`src/hw/rtl/panel_menu_walk_sequencer_core_macros.svh`:
```
// assertion macros for the panel menu walk sequencer
// used by the top level only; expects clk and rst_n in scope
`ifndef PANEL_MENU_WALK_SEQUENCER_CORE_MACROS_SVH
`define PANEL_MENU_WALK_SEQUENCER_CORE_MACROS_SVH
`ifndef SYNTHESIS
`define PMWS_ASSERT_IMP(lbl, ante, cons) \
  lbl: assert property (@(posedge clk) disable iff (!rst_n) (ante) |-> (cons)) \
    else $error("pmws assertion failed");
`define PMWS_ASSERT_NXT(lbl, ante, cons) \
  lbl: assert property (@(posedge clk) disable iff (!rst_n) (ante) |=> (cons)) \
    else $error("pmws assertion failed");
`else
`define PMWS_ASSERT_IMP(lbl, ante, cons)
`define PMWS_ASSERT_NXT(lbl, ante, cons)
`endif
`endif

```
`src/hw/rtl/pmws_pkg.sv`:
```
// shared types and constants for the panel menu walk sequencer
// no dependencies
package pmws_pkg;

  localparam logic [7:0] KEY_DWELL       = 8'h00;
  localparam logic [7:0] KEY_MENU_BACK   = 8'h02;
  localparam logic [7:0] KEY_BUTTON_BASE = 8'h11;
  localparam logic [7:0] KEY_BLIND_MENU  = 8'h19;
  localparam logic [7:0] KEY_SUBMIT      = 8'h80;

  localparam logic [7:0] PAGE_HOME  = 8'h01;
  localparam logic [7:0] PAGE_MENU  = 8'h0f;
  localparam logic [7:0] PAGE_CHLOR = 8'h30;

  localparam logic [2:0] PH_NAVIGATE = 3'd0;
  localparam logic [2:0] PH_SELECT   = 3'd1;
  localparam logic [2:0] PH_SUBMIT   = 3'd2;
  localparam logic [2:0] PH_RETURN   = 3'd3;
  localparam logic [2:0] PH_DONE     = 3'd4;
  localparam logic [2:0] PH_FAILED   = 3'd5;

  localparam logic [1:0] ARM_ACCEPTED  = 2'd0;
  localparam logic [1:0] ARM_NOT_SUPP  = 2'd1;
  localparam logic [1:0] ARM_MAP_FAIL  = 2'd2;
  localparam logic [1:0] ARM_INVALID   = 2'd3;

  localparam logic [1:0] CFG_SETTLE    = 2'd0;
  localparam logic [1:0] CFG_UNWIND    = 2'd1;
  localparam logic [1:0] CFG_POLL_LIM  = 2'd2;
  localparam logic [1:0] CFG_MENU_ATT  = 2'd3;

  localparam logic [3:0] SETTLE_RST   = 4'd4;
  localparam logic [3:0] UNWIND_RST   = 4'd6;
  localparam logic [7:0] POLL_LIM_RST = 8'd200;
  localparam logic [2:0] MENU_ATT_RST = 3'd2;

  typedef struct packed {
    logic [3:0] settle_polls;
    logic [3:0] max_unwind;
    logic [7:0] poll_limit;
    logic [2:0] max_menu_attempts;
  } cfg_t;

  typedef struct packed {
    logic       req_type;
    logic [7:0] page_id;
    logic       buttons_present;
    logic [6:0] menu_entry_index;
    logic [6:0] pool_row_index;
    logic [6:0] spa_row_index;
    logic [6:0] boost_row_index;
    logic [7:0] target_percent;
    logic [1:0] water_body;
    logic       boost_goal;
    logic       emulation_on;
    logic       channel_in_use;
  } item_t;

  typedef struct packed {
    logic [1:0] arm_status;
    logic       command_issued;
    logic [7:0] command_byte;
    logic       value_armed;
    logic [6:0] armed_percent;
    logic       goal_finished;
    logic       goal_ok;
    logic       route_missing;
  } result_t;

  typedef struct packed {
    logic       goal_pending;
    logic [2:0] phase;
    logic [8:0] poll_cnt;
    logic [3:0] settle_cnt;
    logic [4:0] unwind_cnt;
    logic [3:0] menu_att_cnt;
    logic       route_unavail;
    logic       menu_known;
    logic [5:0] menu_saved;
    logic [6:0] goal_pct;
    logic       goal_spa;
    logic       goal_boost;
  } state_t;

endpackage

```
`src/hw/rtl/pmws_step.sv`:
```
// next-state and result logic for one transaction of the menu walk
// depends on pmws_pkg
module pmws_step #(
  parameter int BUTTON_INDEX_LIMIT = 64
) (
  input  pmws_pkg::state_t  st_i,
  input  pmws_pkg::cfg_t    cfg_i,
  input  pmws_pkg::item_t   item_i,
  output pmws_pkg::state_t  st_o,
  output pmws_pkg::result_t res_o
);

  localparam logic [7:0] LIM = 8'(BUTTON_INDEX_LIMIT);

  always_comb begin
    pmws_pkg::state_t  ns;
    pmws_pkg::result_t r;
    logic              known;
    logic [5:0]        saved;
    logic [6:0]        idx;
    logic              do_finish;
    logic              fin_ok;
    logic              do_send;
    logic              do_settle;
    logic [7:0]        key;

    ns        = st_i;
    r         = '0;
    known     = st_i.menu_known;
    saved     = st_i.menu_saved;
    idx       = item_i.pool_row_index;
    do_finish = 1'b0;
    fin_ok    = 1'b0;
    do_send   = 1'b0;
    do_settle = 1'b0;
    key       = pmws_pkg::KEY_DWELL;

    if (!item_i.req_type) begin
      if (!item_i.boost_goal &&
          (item_i.target_percent > 8'd100 || item_i.water_body > 2'd1)) begin
        r.arm_status = pmws_pkg::ARM_INVALID;
      end else if (!item_i.emulation_on) begin
        r.arm_status = pmws_pkg::ARM_NOT_SUPP;
      end else if (st_i.goal_pending || item_i.channel_in_use) begin
        r.arm_status = pmws_pkg::ARM_NOT_SUPP;
      end else if (st_i.route_unavail) begin
        r.arm_status = pmws_pkg::ARM_MAP_FAIL;
      end else begin
        r.arm_status    = pmws_pkg::ARM_ACCEPTED;
        ns.goal_pending = 1'b1;
        ns.goal_boost   = item_i.boost_goal;
        ns.goal_spa     = item_i.boost_goal ? 1'b0 : item_i.water_body[0];
        ns.goal_pct     = item_i.boost_goal ? 7'd0 : item_i.target_percent[6:0];
        ns.phase        = pmws_pkg::PH_NAVIGATE;
        ns.poll_cnt     = '0;
        ns.settle_cnt   = '0;
        ns.unwind_cnt   = '0;
        ns.menu_att_cnt = '0;
      end
    end else if (st_i.goal_pending) begin
      if (st_i.poll_cnt != 9'd511) ns.poll_cnt = st_i.poll_cnt + 9'd1;
      if (st_i.poll_cnt > {1'b0, cfg_i.poll_limit}) begin
        do_finish = 1'b1;
      end else if (st_i.settle_cnt != 4'd0) begin
        ns.settle_cnt = st_i.settle_cnt - 4'd1;
        do_send       = 1'b1;
      end else begin
        case (st_i.phase)
          pmws_pkg::PH_NAVIGATE: begin
            if (item_i.page_id == pmws_pkg::PAGE_CHLOR) begin
              ns.phase      = pmws_pkg::PH_SELECT;
              ns.unwind_cnt = '0;
            end else if (item_i.page_id == pmws_pkg::PAGE_MENU) begin
              if (item_i.buttons_present) begin
                if ({1'b0, item_i.menu_entry_index} < LIM) begin
                  known            = 1'b1;
                  saved            = item_i.menu_entry_index[5:0];
                  ns.route_unavail = 1'b0;
                end else begin
                  known = 1'b0;
                end
              end
              ns.menu_known = known;
              ns.menu_saved = saved;
              if (st_i.menu_att_cnt != 4'd15) ns.menu_att_cnt = st_i.menu_att_cnt + 4'd1;
              if (st_i.menu_att_cnt >= {1'b0, cfg_i.max_menu_attempts}) begin
                ns.route_unavail = 1'b1;
                ns.phase         = pmws_pkg::PH_FAILED;
              end else begin
                do_settle = 1'b1;
                key = known ? (pmws_pkg::KEY_BUTTON_BASE + {2'b00, saved})
                            : pmws_pkg::KEY_BLIND_MENU;
              end
            end else begin
              if (st_i.unwind_cnt != 5'd31) ns.unwind_cnt = st_i.unwind_cnt + 5'd1;
              if (st_i.unwind_cnt >= {1'b0, cfg_i.max_unwind}) begin
                ns.phase = pmws_pkg::PH_FAILED;
              end else begin
                do_settle = 1'b1;
                key       = pmws_pkg::KEY_MENU_BACK;
              end
            end
          end
          pmws_pkg::PH_SELECT: begin
            if (st_i.goal_boost)    idx = item_i.boost_row_index;
            else if (st_i.goal_spa) idx = item_i.spa_row_index;
            if (item_i.page_id != pmws_pkg::PAGE_CHLOR) begin
              ns.phase = pmws_pkg::PH_NAVIGATE;
            end else if (!item_i.buttons_present) begin
              do_send = 1'b1;
            end else if ({1'b0, idx} >= LIM) begin
              ns.phase = pmws_pkg::PH_FAILED;
            end else begin
              do_settle = 1'b1;
              key       = pmws_pkg::KEY_BUTTON_BASE + {1'b0, idx};
              ns.phase  = st_i.goal_boost ? pmws_pkg::PH_RETURN : pmws_pkg::PH_SUBMIT;
            end
          end
          pmws_pkg::PH_SUBMIT: begin
            if (item_i.page_id != pmws_pkg::PAGE_CHLOR) begin
              ns.phase = pmws_pkg::PH_NAVIGATE;
            end else begin
              r.value_armed   = 1'b1;
              r.armed_percent = st_i.goal_pct;
              do_settle       = 1'b1;
              key             = pmws_pkg::KEY_SUBMIT;
              ns.phase        = pmws_pkg::PH_RETURN;
            end
          end
          pmws_pkg::PH_RETURN: begin
            if (item_i.page_id == pmws_pkg::PAGE_HOME) begin
              do_finish = 1'b1;
              fin_ok    = 1'b1;
            end else begin
              if (st_i.unwind_cnt != 5'd31) ns.unwind_cnt = st_i.unwind_cnt + 5'd1;
              if (st_i.unwind_cnt >= {1'b0, cfg_i.max_unwind}) begin
                do_finish = 1'b1;
                fin_ok    = 1'b1;
              end else begin
                do_settle = 1'b1;
                key       = pmws_pkg::KEY_MENU_BACK;
              end
            end
          end
          pmws_pkg::PH_DONE: begin
            do_finish = 1'b1;
            fin_ok    = 1'b1;
          end
          default: begin
            do_finish = 1'b1;
          end
        endcase
      end
    end

    if (do_settle) begin
      r.command_issued = 1'b1;
      r.command_byte   = key;
      ns.settle_cnt    = cfg_i.settle_polls;
    end else if (do_send) begin
      r.command_issued = 1'b1;
      r.command_byte   = pmws_pkg::KEY_DWELL;
    end else if (do_finish) begin
      r.command_issued = 1'b1;
      r.command_byte   = pmws_pkg::KEY_DWELL;
      r.goal_finished  = 1'b1;
      r.goal_ok        = fin_ok;
      ns.goal_pending  = 1'b0;
      // a finish out of return home parks the walk in done
      ns.phase         = (fin_ok && st_i.phase == pmws_pkg::PH_RETURN) ?
                         pmws_pkg::PH_DONE : pmws_pkg::PH_NAVIGATE;
      ns.settle_cnt    = '0;
      ns.unwind_cnt    = '0;
      ns.menu_att_cnt  = '0;
    end

    r.route_missing = ns.route_unavail;
    st_o  = ns;
    res_o = r;
  end

endmodule

```
`src/hw/rtl/panel_menu_walk_sequencer_core.sv`:
```
// out_valid rises once an accepted transaction has passed through the input register
// and then the result register; one transaction per cycle while the output is not stalled
// input is taken while a finished result waits only if the input register is empty
// synchronous active-low reset clears walk state, handshake state and config to defaults
// top level of the panel menu walk sequencer; depends on pmws_pkg, pmws_step
// and panel_menu_walk_sequencer_core_macros.svh
`include "panel_menu_walk_sequencer_core_macros.svh"
module panel_menu_walk_sequencer_core #(
  parameter int BUTTON_INDEX_LIMIT = 64
) (
  input  logic       clk,
  input  logic       rst_n,
  input  logic       cfg_we,
  input  logic [1:0] cfg_index,
  input  logic [7:0] cfg_wdata,
  input  logic       in_valid,
  output logic       in_ready,
  input  logic       in_req_type,
  input  logic [7:0] in_page_id,
  input  logic       in_buttons_present,
  input  logic [6:0] in_menu_entry_index,
  input  logic [6:0] in_pool_row_index,
  input  logic [6:0] in_spa_row_index,
  input  logic [6:0] in_boost_row_index,
  input  logic [7:0] in_target_percent,
  input  logic [1:0] in_water_body,
  input  logic       in_boost_goal,
  input  logic       in_emulation_on,
  input  logic       in_channel_in_use,
  output logic       out_valid,
  input  logic       out_ready,
  output logic [1:0] out_arm_status,
  output logic       out_command_issued,
  output logic [7:0] out_command_byte,
  output logic       out_value_armed,
  output logic [6:0] out_armed_percent,
  output logic       out_goal_finished,
  output logic       out_goal_ok,
  output logic       out_route_missing
);

  pmws_pkg::cfg_t    cfg_r;
  pmws_pkg::state_t  st_r;
  pmws_pkg::state_t  st_nxt;
  pmws_pkg::item_t   item_r;
  pmws_pkg::result_t res_r;
  pmws_pkg::result_t res_nxt;
  logic              item_valid_r;
  logic              out_valid_r;
  logic              item_adv;
  logic              in_acc;

  assign item_adv = item_valid_r && (!out_valid_r || out_ready);
  assign in_ready = !item_valid_r || item_adv;
  assign in_acc   = in_valid && in_ready;

  pmws_step #(
    .BUTTON_INDEX_LIMIT(BUTTON_INDEX_LIMIT)
  ) u_step (
    .st_i   (st_r),
    .cfg_i  (cfg_r),
    .item_i (item_r),
    .st_o   (st_nxt),
    .res_o  (res_nxt)
  );

  always_ff @(posedge clk) begin
    if (!rst_n) begin
      cfg_r.settle_polls      <= pmws_pkg::SETTLE_RST;
      cfg_r.max_unwind        <= pmws_pkg::UNWIND_RST;
      cfg_r.poll_limit        <= pmws_pkg::POLL_LIM_RST;
      cfg_r.max_menu_attempts <= pmws_pkg::MENU_ATT_RST;
    end else if (cfg_we) begin
      case (cfg_index)
        pmws_pkg::CFG_SETTLE:   cfg_r.settle_polls      <= cfg_wdata[3:0];
        pmws_pkg::CFG_UNWIND:   cfg_r.max_unwind        <= cfg_wdata[3:0];
        pmws_pkg::CFG_POLL_LIM: cfg_r.poll_limit        <= cfg_wdata;
        pmws_pkg::CFG_MENU_ATT: cfg_r.max_menu_attempts <= cfg_wdata[2:0];
        default: ;
      endcase
    end
  end

  always_ff @(posedge clk) begin
    if (!rst_n) begin
      st_r         <= '0;
      item_valid_r <= 1'b0;
      out_valid_r  <= 1'b0;
    end else begin
      if (item_adv) st_r <= st_nxt;
      if (in_acc)        item_valid_r <= 1'b1;
      else if (item_adv) item_valid_r <= 1'b0;
      if (item_adv)       out_valid_r <= 1'b1;
      else if (out_ready) out_valid_r <= 1'b0;
    end
  end

  always_ff @(posedge clk) begin
    if (in_acc) begin
      item_r.req_type         <= in_req_type;
      item_r.page_id          <= in_page_id;
      item_r.buttons_present  <= in_buttons_present;
      item_r.menu_entry_index <= in_menu_entry_index;
      item_r.pool_row_index   <= in_pool_row_index;
      item_r.spa_row_index    <= in_spa_row_index;
      item_r.boost_row_index  <= in_boost_row_index;
      item_r.target_percent   <= in_target_percent;
      item_r.water_body       <= in_water_body;
      item_r.boost_goal       <= in_boost_goal;
      item_r.emulation_on     <= in_emulation_on;
      item_r.channel_in_use   <= in_channel_in_use;
    end
    if (item_adv) res_r <= res_nxt;
  end

  assign out_valid          = out_valid_r;
  assign out_arm_status     = res_r.arm_status;
  assign out_command_issued = res_r.command_issued;
  assign out_command_byte   = res_r.command_byte;
  assign out_value_armed    = res_r.value_armed;
  assign out_armed_percent  = res_r.armed_percent;
  assign out_goal_finished  = res_r.goal_finished;
  assign out_goal_ok        = res_r.goal_ok;
  assign out_route_missing  = res_r.route_missing;

  `PMWS_ASSERT_IMP(a_idle_no_settle, !st_r.goal_pending, st_r.settle_cnt == 4'd0)
  `PMWS_ASSERT_IMP(a_finish_dwell, out_valid_r && res_r.goal_finished,
                   res_r.command_issued && res_r.command_byte == pmws_pkg::KEY_DWELL)
  `PMWS_ASSERT_IMP(a_armed_submit, out_valid_r && res_r.value_armed,
                   res_r.command_byte == pmws_pkg::KEY_SUBMIT)
  `PMWS_ASSERT_IMP(a_ok_finished, out_valid_r && res_r.goal_ok, res_r.goal_finished)
  `PMWS_ASSERT_NXT(a_finish_clears, item_adv && res_nxt.goal_finished, !st_r.goal_pending)

endmodule
```
`config.mk`:
```
export PLATFORM = sky130hd
export DESIGN_NAME = panel_menu_walk_sequencer_core
export DESIGN_NICKNAME = d
export VERILOG_FILES = /design/src/hw/rtl/pmws_pkg.sv /design/src/hw/rtl/pmws_step.sv /design/src/hw/rtl/panel_menu_walk_sequencer_core.sv
export VERILOG_INCLUDE_DIRS = /design/src /design/src/hw/rtl
export SDC_FILE = /design/constraint.sdc
export NUM_CORES = 1
export LEC_CHECK = 0
export ABC_AREA = 0
export ABC_CLOCK_PERIOD_IN_PS = 6700
export BUFFER_PORTS_ARGS = -buffer_cell sky130_fd_sc_hd__buf_4
export CORE_ASPECT_RATIO = 0.75
export CORE_MARGIN = 2
export CORE_UTILIZATION = 42
export CTS_CLUSTER_SIZE = 8
export DETAILED_ROUTE_END_ITERATION = 16
export GPL_ROUTABILITY_DRIVEN = 0
export GPL_TIMING_DRIVEN = 0
export PLACE_DENSITY_LB_ADDON = 0.08
export REMOVE_ABC_BUFFERS = 1
export SYNTH_ARGS = -nofsm -noshare
export SYNTH_HDL_FRONTEND = slang
export SYNTH_SLANG_ARGS = --single-unit
export TNS_END_PERCENT = 30
```
`constraint.sdc`:
```
create_clock -name clk -period 6.7 [get_ports clk]
set_input_delay 0.67 -clock clk [delete_from_list [all_inputs] [get_ports clk]]
set_output_delay 0.67 -clock clk [all_outputs]
set_load 0.1 [all_outputs]
```
==> qor.yml, run 1 <==
yosys.area.top_type_share_pct: 33.76
yosys_most_used_dff: "edfxtp_1"
cts_buffers: 17
fin_crit_sh_pct: 54.86
grt_usage_pct: 19.43
postPlaceCellArea_um2: 7318
die_width_um: 147.6
ctsHtreeMaxLevel: 4
rsz0062_at_grt: "false"
critPathKind: "reg -> reg"
insertion_delay_ps: 420
rows: 39
vias: 5045
grt_max_degree: 42
synthTopCellsByArea: "edfxtp_1 34%, dfxtp_1 20%, ha_1 4.2%"
fin_cells: 939
syn-cell-area_um2: 6494
slew_headroom_pct: 9.869
drc: 0
yosys.area.top_type: "edfxtp_1"
slew_violations: 0
outcome: "completed"
synth-async-reset-ratio_pct: 0
netlist_instances: 637
ys_ff_latch: 137
cts_buffer_depth: 2
grt_pass1_vias: 5067
maxCapViolations: 0
synth.distinct_cells: 63
clock_sinks: 137
path_clk_slew_ps: 60
crit_path_start_kind: "flip-flop"
cp.required_ps: 7000
root_buffer: "clkbuf_16"
mostFrequentLayoutCells: "89 x buf_4, 73 x nand2_1, 73 x edfxtp_1"
vdd_drop_max_mv: 0.1605
grt_pass1_wl_mm: 25.12
critPathMaxFanout: 18
hold_viol_final: 0
grt-ovfl-total: 0
fin_nets: 809
dp.cells: 906
io_buffers: 89
setup_viol: 0
worst_slack_ps: 3024
cts_tree: "yes"
final_common_cell: "buf_4"
setup_tns_ps: 0
p_leak_nw: 2.999
cts_setup_buffers: 0
vias_per_cell: 5.373
cts_resized: 0
hold_start: "in_page_id[2]"
dp_hpwl_mm: 10.81
dieArea_um2: 16480
holdBufCountCts: 0
io_pins: 90
wire_per_inst_um: 16.14
antenna_found_initial: 0
r2r-start: "item_r[9]"
drive_gt1_share_pct: 19.48
die_y_um: 111.7
arrival_ps: 3970
final_antenna_net_count: 0
core_area_um2: 15180
fin_crit_ps: 3676
avgSynthCellArea_um2: 10.19
fin_skew_ps: 7.704
wl_mm: 15.15
syn_to_final_growth_pct: 21.45
finalInstanceArea_um2: 7886
dr.pass1.iters: 5
hold_path.class: "in -> reg"
fill_cells: 1370
crit_path_start: "item_r[9]"
post-route-util_pct: 51.97
synth_warnings: 0
post-place-ws_ps: 2834
start_util_pct: 42.79
tightest_slew_ps: 1342
ys_seq_area_share_pct: 53.49
synth_enable_flop_cells: 73
critPathCaptureType: "flip-flop"
fmax_mhz: 272.1
antennaDiodeCount: 0
power_density_nw_per_um2: 247.1
drt_iter0_markers: 284
==> through the flow <==
step	hold slack, ps	power (mW)
after global routing	392.6	2.025
after detailed placement	450.5	1.106
after floorplan	434.9	1.039
final	419.3	1.949
after global placement	446.4	1.101
after CTS	400.1	1.971
==> final cells by class <==
cell class / instances / area [um2] / area share, %
Multi-Input combinational cell: 442 / 2780 / 35.25
Sequential cell: 137 / 3473 / 44.04
Tap cell: 205 / 256.5 / 3.252
Clock inverter: 12 / 103.9 / 1.317
Timing Repair Buffer: 91 / 715.7 / 9.075
Clock buffer: 20 / 436.7 / 5.537
Inverter: 32 / 120.1 / 1.523
==> critical path, cell delays in order, from the launching register on <==
cell	delay, ps
edfxtp_1	390
nor4_1	360
a211oi_1	190
nand2b_1	280
nor3_1	1050
nand2_1	670
nand2_1	520
nor2_1	90
==> report_power, final <==
group,internal [mW],switching [mW]
clock,0.507,0.352
combinational,0.0569,0.0999
sequential,0.916,0.0164
total,1.48,0.468
==> final timing paths <==
| kind | endpoint | slack, ps | depth (start not counted) |
|---|---|---|---|
| setup / recovery | st_r[30] | 3020 | 7 |
| hold reg to reg | cfg_r[7] | 460 | 2 |
| setup reg to reg | st_r[30] | 3020 | 7 |
| hold / removal | item_r[44] | 420 | 1 |
==> sequential cells by signal, summed over array words and instances, names as in the netlist <==
signal	count
item_r	51
st_r	43
cfg_r	19
out_command_byte	8
out_armed_percent	7
out_arm_status	2
item_valid_r	1
out_command_issued	1
out_goal_finished	1
out_goal_ok	1
out_route_missing	1
out_valid	1
out_value_armed	1
==> cell usage after synthesis (3+ instances only) <==
cell type,number
a22oi_1,5
dfxtp_1,64
or3_1,5
nand4_1,8
a211o_1,5
and3_1,3
o211ai_1,6
o221ai_1,3
a21oi_1,47
nand3b_1,4
o22ai_1,5
o21ai_0,26
buf_2,7
nor3b_1,10
a211oi_1,14
nand3_1,19
xor2_1,7
edfxtp_1,73
nor2b_1,7
and2_1,9
mux2i_1,18
nor3_1,15
nor4_1,5
nand2b_1,7
nand2_1,73
clkbuf_1,17
a31oi_1,7
a21o_1,3
nor2_1,59
o211ai_2,3
nor4_2,3
ha_1,22
xnor2_1,10
inv_1,31
==> per-layer routing <==
layer	track usage [%]	vias to the layer above	routed length, um
met2	29.80	108	6850
li1	-	2483	-
met4	7.885	0	198
met1	26.78	2438	7519
met5	0	-	0
met3	4.344	16	586
==> logic make-up after synthesis <==
logic type | after synthesis | share of synthesized area, %
AOI/OAI and AO/OA | 136 | 13.28
muxes | 20 | 3.352
xor gates and xnor gates | 17 | 2.293
and+or+nand+nor | 247 | 19.63
buffers and inverters | 58 | 3.719
DFF | 137 | 53.49
adders and majority gates | 22 | 4.239
Note: power is estimated with default switching activity, not from simulation.
==> inputs of run 2 (changes only) <==
--- a/config.mk
+++ b/config.mk
@@ -6,8 +6,8 @@
 export SDC_FILE = /design/constraint.sdc
 export NUM_CORES = 1
 export LEC_CHECK = 0
-export ABC_AREA = 0
-export ABC_CLOCK_PERIOD_IN_PS = 6700
+export ABC_AREA = 1
+export ABC_CLOCK_PERIOD_IN_PS = 3400
 export BUFFER_PORTS_ARGS = -buffer_cell sky130_fd_sc_hd__buf_4
 export CORE_ASPECT_RATIO = 0.75
 export CORE_MARGIN = 2
==> constraint.sdc (replaced) <==
create_clock -name clk -period 3.4 [get_ports clk]
set_input_delay 0.34 -clock clk [delete_from_list [all_inputs] [get_ports clk]]
set_output_delay 0.34 -clock clk [all_outputs]
set_load 0.1 [all_outputs]
==> run 2 against run 1 <==
Fmax grew 37%. Highest routed layer unchanged. Clock skew grew 2.2 ps. Cell area grew 4.9%. First-iteration DRC count grew 61%.
==> qor.yml, run 2 <==
slew_headroom_pct: 42.28
regArea_um2: 3473
synthTopCellsByArea: "edfxtp_1 32%, dfxtp_1 19%, nand2_1 7.0%"
root_buffer: "clkbuf_16"
wl_met1_mm: 8.131
netlist_instances: 772
wl_met3_um: 939
critPathKind: "reg -> reg"
vdd_drop_max_mv: 0.3566
ctsHtreeMaxLevel: 4
final_antenna_net_count: 0
outcome: "completed"
ys_seq_area_share_pct: 51.26
fin_skew_ps: 9.901
fin_crit_sh_pct: 79.18
max_stage_delay_ps: 740
p_leak_nw: 3.436
wl_met2_mm: 7.379
power.total_mw: 4.207
final_common_cell: "nand2_1"
rsz0062_at_grt: "false"
grt-ovfl-total: 0
clock_sinks: 137
top_layer: "met4"
hold_ws_ps: 85.43
synth.distinct_cells: 48
hold_path.class: "in -> reg"
setup_tns_ps: 0
cts_buffer_depth: 2
crit_top_cell: "inv_1"
drive_gt1_share_pct: 20.80
synth_commonest_cells: "127 x nand2_1, 102 x inv_1, 73 x edfxtp_1, 71 x o21ai_0, 67 x nor2_1"
io_pins: 90
fin_cells: 1090
critPathCaptureType: "flip-flop"
synth-async-reset-ratio_pct: 0
mostFrequentLayoutCells: "127 x nand2_1, 101 x inv_1, 89 x buf_4"
setup_viol: 0
path_cells: "nor2_1 > nand2_1 > nor2_1 > inv_1 > nand2_1 > inv_1 > o21ai_0 > inv_1 > nand2_1 > inv_1"
yosys.area.top_type: "edfxtp_1"
avgSynthCellArea_um2: 8.778
finalInstanceArea_um2: 8273
cpMaxStageDelayCell: "edfxtp_1"
fill_cells: 1475
core_area_um2: 15920
slew_violations: 0
regMostFlops: "item_r"
cp_top_family: "simple AND/OR/NAND/NOR gates"
arrival_ps: 3020
power_density_nw_per_um2: 508.5
largest_reg_flops: 51
cts_resized: 0
synth_enable_flop_cells: 73
die_y_um: 114.0
crit_path_start_kind: "flip-flop"
drc: 0
cts_buffers: 17
cp.required_ps: 3730
crit_buf_inv: 4
reg_top3: "item_r x51, st_r x43, cfg_r x19"
dr.pass1.iters: 8
tightest_slew_ps: 865.9
dieArea_um2: 17180
synth_warnings: 0
grt_max_degree: 47
holdBufCountCts: 0
grt_pass1_vias: 5371
grt_usage_pct: 20.38
fmax_mhz: 371.4
synth.most_common_cell: "nand2_1"
syn-cell-area_um2: 6776
dp.cells: 1058
vias: 5588
critPathMaxFanout: 20
insertion_delay_ps: 430
worst_slack_ps: 707.8
antennaDiodeCount: 0
cts_tree: "yes"
dp_hpwl_mm: 12.11
cts_setup_buffers: 0
die_width_um: 150.7
ys_ff_latch: 137
antenna_found_initial: 0
vias_per_cell: 5.127
yosys.area.top_type_share_pct: 32.35
path_clk_slew_ps: 70
io_buffers: 89
post-place-ws_ps: 704.4
post-route-util_pct: 51.98
multiInputGateArea_um2: 2769
wl_mm: 16.63
drt_iter0_markers: 456
hold_viol_final: 0
start_util_pct: 42.58
fin_nets: 955
rows: 40
postPlaceCellArea_um2: 7662
syn_to_final_growth_pct: 22.08
yosys_most_used_dff: "edfxtp_1"
wire_per_inst_um: 15.25
grt_pass1_wl_mm: 26.86
maxCapViolations: 0
fin_crit_ps: 2692
[run 2: cell type report]
| class | instances | area share, % |
|---|---|---|
| sequential | 137 | 41.98 |
| multi-input combinational | 501 | 33.47 |
| timing repair buffer | 90 | 8.318 |
| inverter | 120 | 5.672 |
| clock buffer | 17 | 5.142 |
| tap | 210 | 3.176 |
| clock inverter | 15 | 2.238 |
[run 2: report_power, final]
group	switching (mW)	total, mW	leakage (nW)	internal (mW)
Clock	0.783	1.89	0.294	1.11
Combinational	0.306	0.453	1.92	0.147
Sequential	0.0431	1.86	1.23	1.82
Total	1.13	4.21	3.44	3.07
[run 2: cell families after synthesis]
family | synth area share (%)
DFF | 51.26
adders and majority gates | 4.062
xor gates and xnor gates | 1.034
AOI/OAI and AO/OA | 14.29
and+or+nand+nor | 21.47
buffers and inverters | 7.884
[run 2: per-layer routing]
metal  up-vias  GRT usage [%]
li1       2790              -
met1      2633          27.94
met2       149          31.06
met3        16          5.920
met4         0          6.854
met5         -              0
[run 2: worst paths after layout]
check	from	end	slack, ps	depth (start not counted)
worst max-delay path	item_r[50]	st_r[29]	710	10
worst min register to register	st_r[15]	st_r[15]	450	2
worst min-delay path	in_pool_row_index[2]	item_r[29]	90	1
worst max register to register	item_r[50]	st_r[29]	710	10
[run 2: worst register-to-register path: cells and delay by family (launching register included)]
family | cells | cell delay, ps
DFF | 1 | 740
and+or+nand+nor | 5 | 1270
AOI/OAI and AO/OA | 1 | 130
buffers and inverters | 4 | 470
==> inputs of run 3 (changes only) <==
--- a/config.mk
+++ b/config.mk
@@ -7,7 +7,7 @@
 export NUM_CORES = 1
 export LEC_CHECK = 0
 export ABC_AREA = 1
-export ABC_CLOCK_PERIOD_IN_PS = 3400
+export ABC_CLOCK_PERIOD_IN_PS = 2200
 export BUFFER_PORTS_ARGS = -buffer_cell sky130_fd_sc_hd__buf_4
 export CORE_ASPECT_RATIO = 0.75
 export CORE_MARGIN = 2
==> constraint.sdc (replaced) <==
create_clock -name clk -period 2.2 [get_ports clk]
set_input_delay 0.22 -clock clk [delete_from_list [all_inputs] [get_ports clk]]
set_output_delay 0.22 -clock clk [all_outputs]
set_load 0.1 [all_outputs]
==> run 3 against run 2 <==
Critical path depth increased by 3. Sequential cell count unchanged. Final cell count increased by 6.4%. Highest routed layer unchanged. First-iteration DRC count decreased by 22%. Global-route usage increased by 0.66 points. Worst hold slack got worse by 63 ps. Setup slack got worse by 570 ps. Via count increased by 5.6%. Clock-buffer cell count unchanged. Register-to-register slack got worse by 570 ps.
==> qor.yml, run 3 (synthesis results as in run 2) <==
outcome: "completed"
cts_buffer_depth: 2
slew_headroom_pct: 47.12
cts_tree: "yes"
critPathKind: "reg -> reg"
hold_path.class: "in -> reg"
p_leak_nw: 3.784
io_pins: 90
fmax_mhz: 483.8
fin_skew_ps: 11.91
regMostFlops: "item_r"
tightest_slew_ps: 787.2
grt_usage_pct: 21.04
fin_crit_sh_pct: 93.95
finalInstanceArea_um2: 9119
vias_per_cell: 5.085
dr.pass1.iters: 5
drc: 0
reg2reg_depth: 13
root_buffer: "clkbuf_16"
antenna_found_initial: 0
arrival_ps: 2350
hold_viol_final: 0
r2r_slack_ps: 130
clock_sinks: 137
rows: 40
die_width_um: 150.7
worst_slack_ps: 133.0
grt_max_degree: 47
setup_viol: 0
core_area_um2: 15920
grt_pass1_wl_mm: 27.80
fin_cells: 1160
ctsHtreeMaxLevel: 4
setup_tns_ps: 0
final_antenna_net_count: 0
hold_ws_ps: 22.90
grt_pass1_vias: 5634
slew_violations: 0
critPathMaxFanout: 6
mostFrequentLayoutCells: "123 x nand2_1, 105 x buf_4, 96 x inv_1"
final_common_cell: "nand2_1"
syn_to_final_growth_pct: 34.56
drt_iter0_markers: 356
cp.required_ps: 2480
dieArea_um2: 17180
post-place-ws_ps: -472.5
start_util_pct: 42.58
wire_per_inst_um: 15.09
critPathCaptureType: "flip-flop"
cts_buffers: 17
crit_path_start_kind: "flip-flop"
fin_nets: 1025
io_buffers: 89
reg_top3: "item_r x51, st_r x43, cfg_r x19"
insertion_delay_ps: 430
largest_reg_flops: 51
rsz0062_at_grt: "true"
hold_depth: 3
maxCapViolations: 0
drive_gt1_share_pct: 24.63
dp.cells: 1058
wl_mm: 17.50
path_clk_slew_ps: 60
die_y_um: 114.0
postPlaceCellArea_um2: 7662
grt-ovfl-total: 0
power_density_nw_per_um2: 728.3
dp_hpwl_mm: 12.11
vias: 5899
antennaDiodeCount: 0
fin_crit_ps: 2067
vdd_drop_max_mv: 0.5472
[run 3: layout make-up]
type	count	area (um2)
clock buffer	17	425.4
clock inverter	15	185.2
fill	1400	6797
inverter	120	489.2
multi-input combinational	501	2905
sequential	137	3482
tap	210	262.8
timing repair buffer	160	1369
[run 3: per-layer routing]
metal	vias up	wire length (um)	part of all wire, %	global-route usage (%)
li1	2941	-	-	-
met1	2753	8139	47	28.42
met2	187	8025	46	32.85
met3	18	1112	6.4	5.720
met4	0	224	1.3	7.103
met5	-	0	0	0
[run 3: worst max-delay path, stage by stage (launching register included)]
cell and delay (ps):
dfxtp_1 310, inv_1 50, ha_1 310, nand2_1 70, inv_1 40, o21ai_2 130
nand3_2 130, buf_4 170, nand2_1 80, nand3_2 100, nand3b_4 110, nand3_4 130
buf_12 170, a21oi_1 110
[run 3: power by group]
part           switching (mW)  internal [mW]
registers              0.0622           2.81
clock network            1.21           1.72
logic                   0.521          0.320
total                    1.80           4.84
[run 3: repair_timing]
action                                 4_1_cts  5_1_grt
endpoints found under the hold margin       52        0
hold buffers                                52        0
resized for setup                           15       43
setup endpoints to repair                   39       44
buffers inserted                             5       13
pin swaps                                    4        5
[run 3: worst paths after layout]
check / startpoint / endpoint
worst max-delay path: cfg_r[13] / out_command_byte[6]
worst min-delay path: cfg_wdata[7] / cfg_r[10]
worst max register to register: cfg_r[13] / out_command_byte[6]
worst min register to register: st_r[15] / st_r[15]
[run 3: stage by stage]
step	util, %	power [mW]
final	57.30	6.641
after global routing	57.30	6.895
after CTS	55.76	6.657
after detailed placement	48.14	3.627
after global placement	48.02	3.602
after floorplan	-	3.366
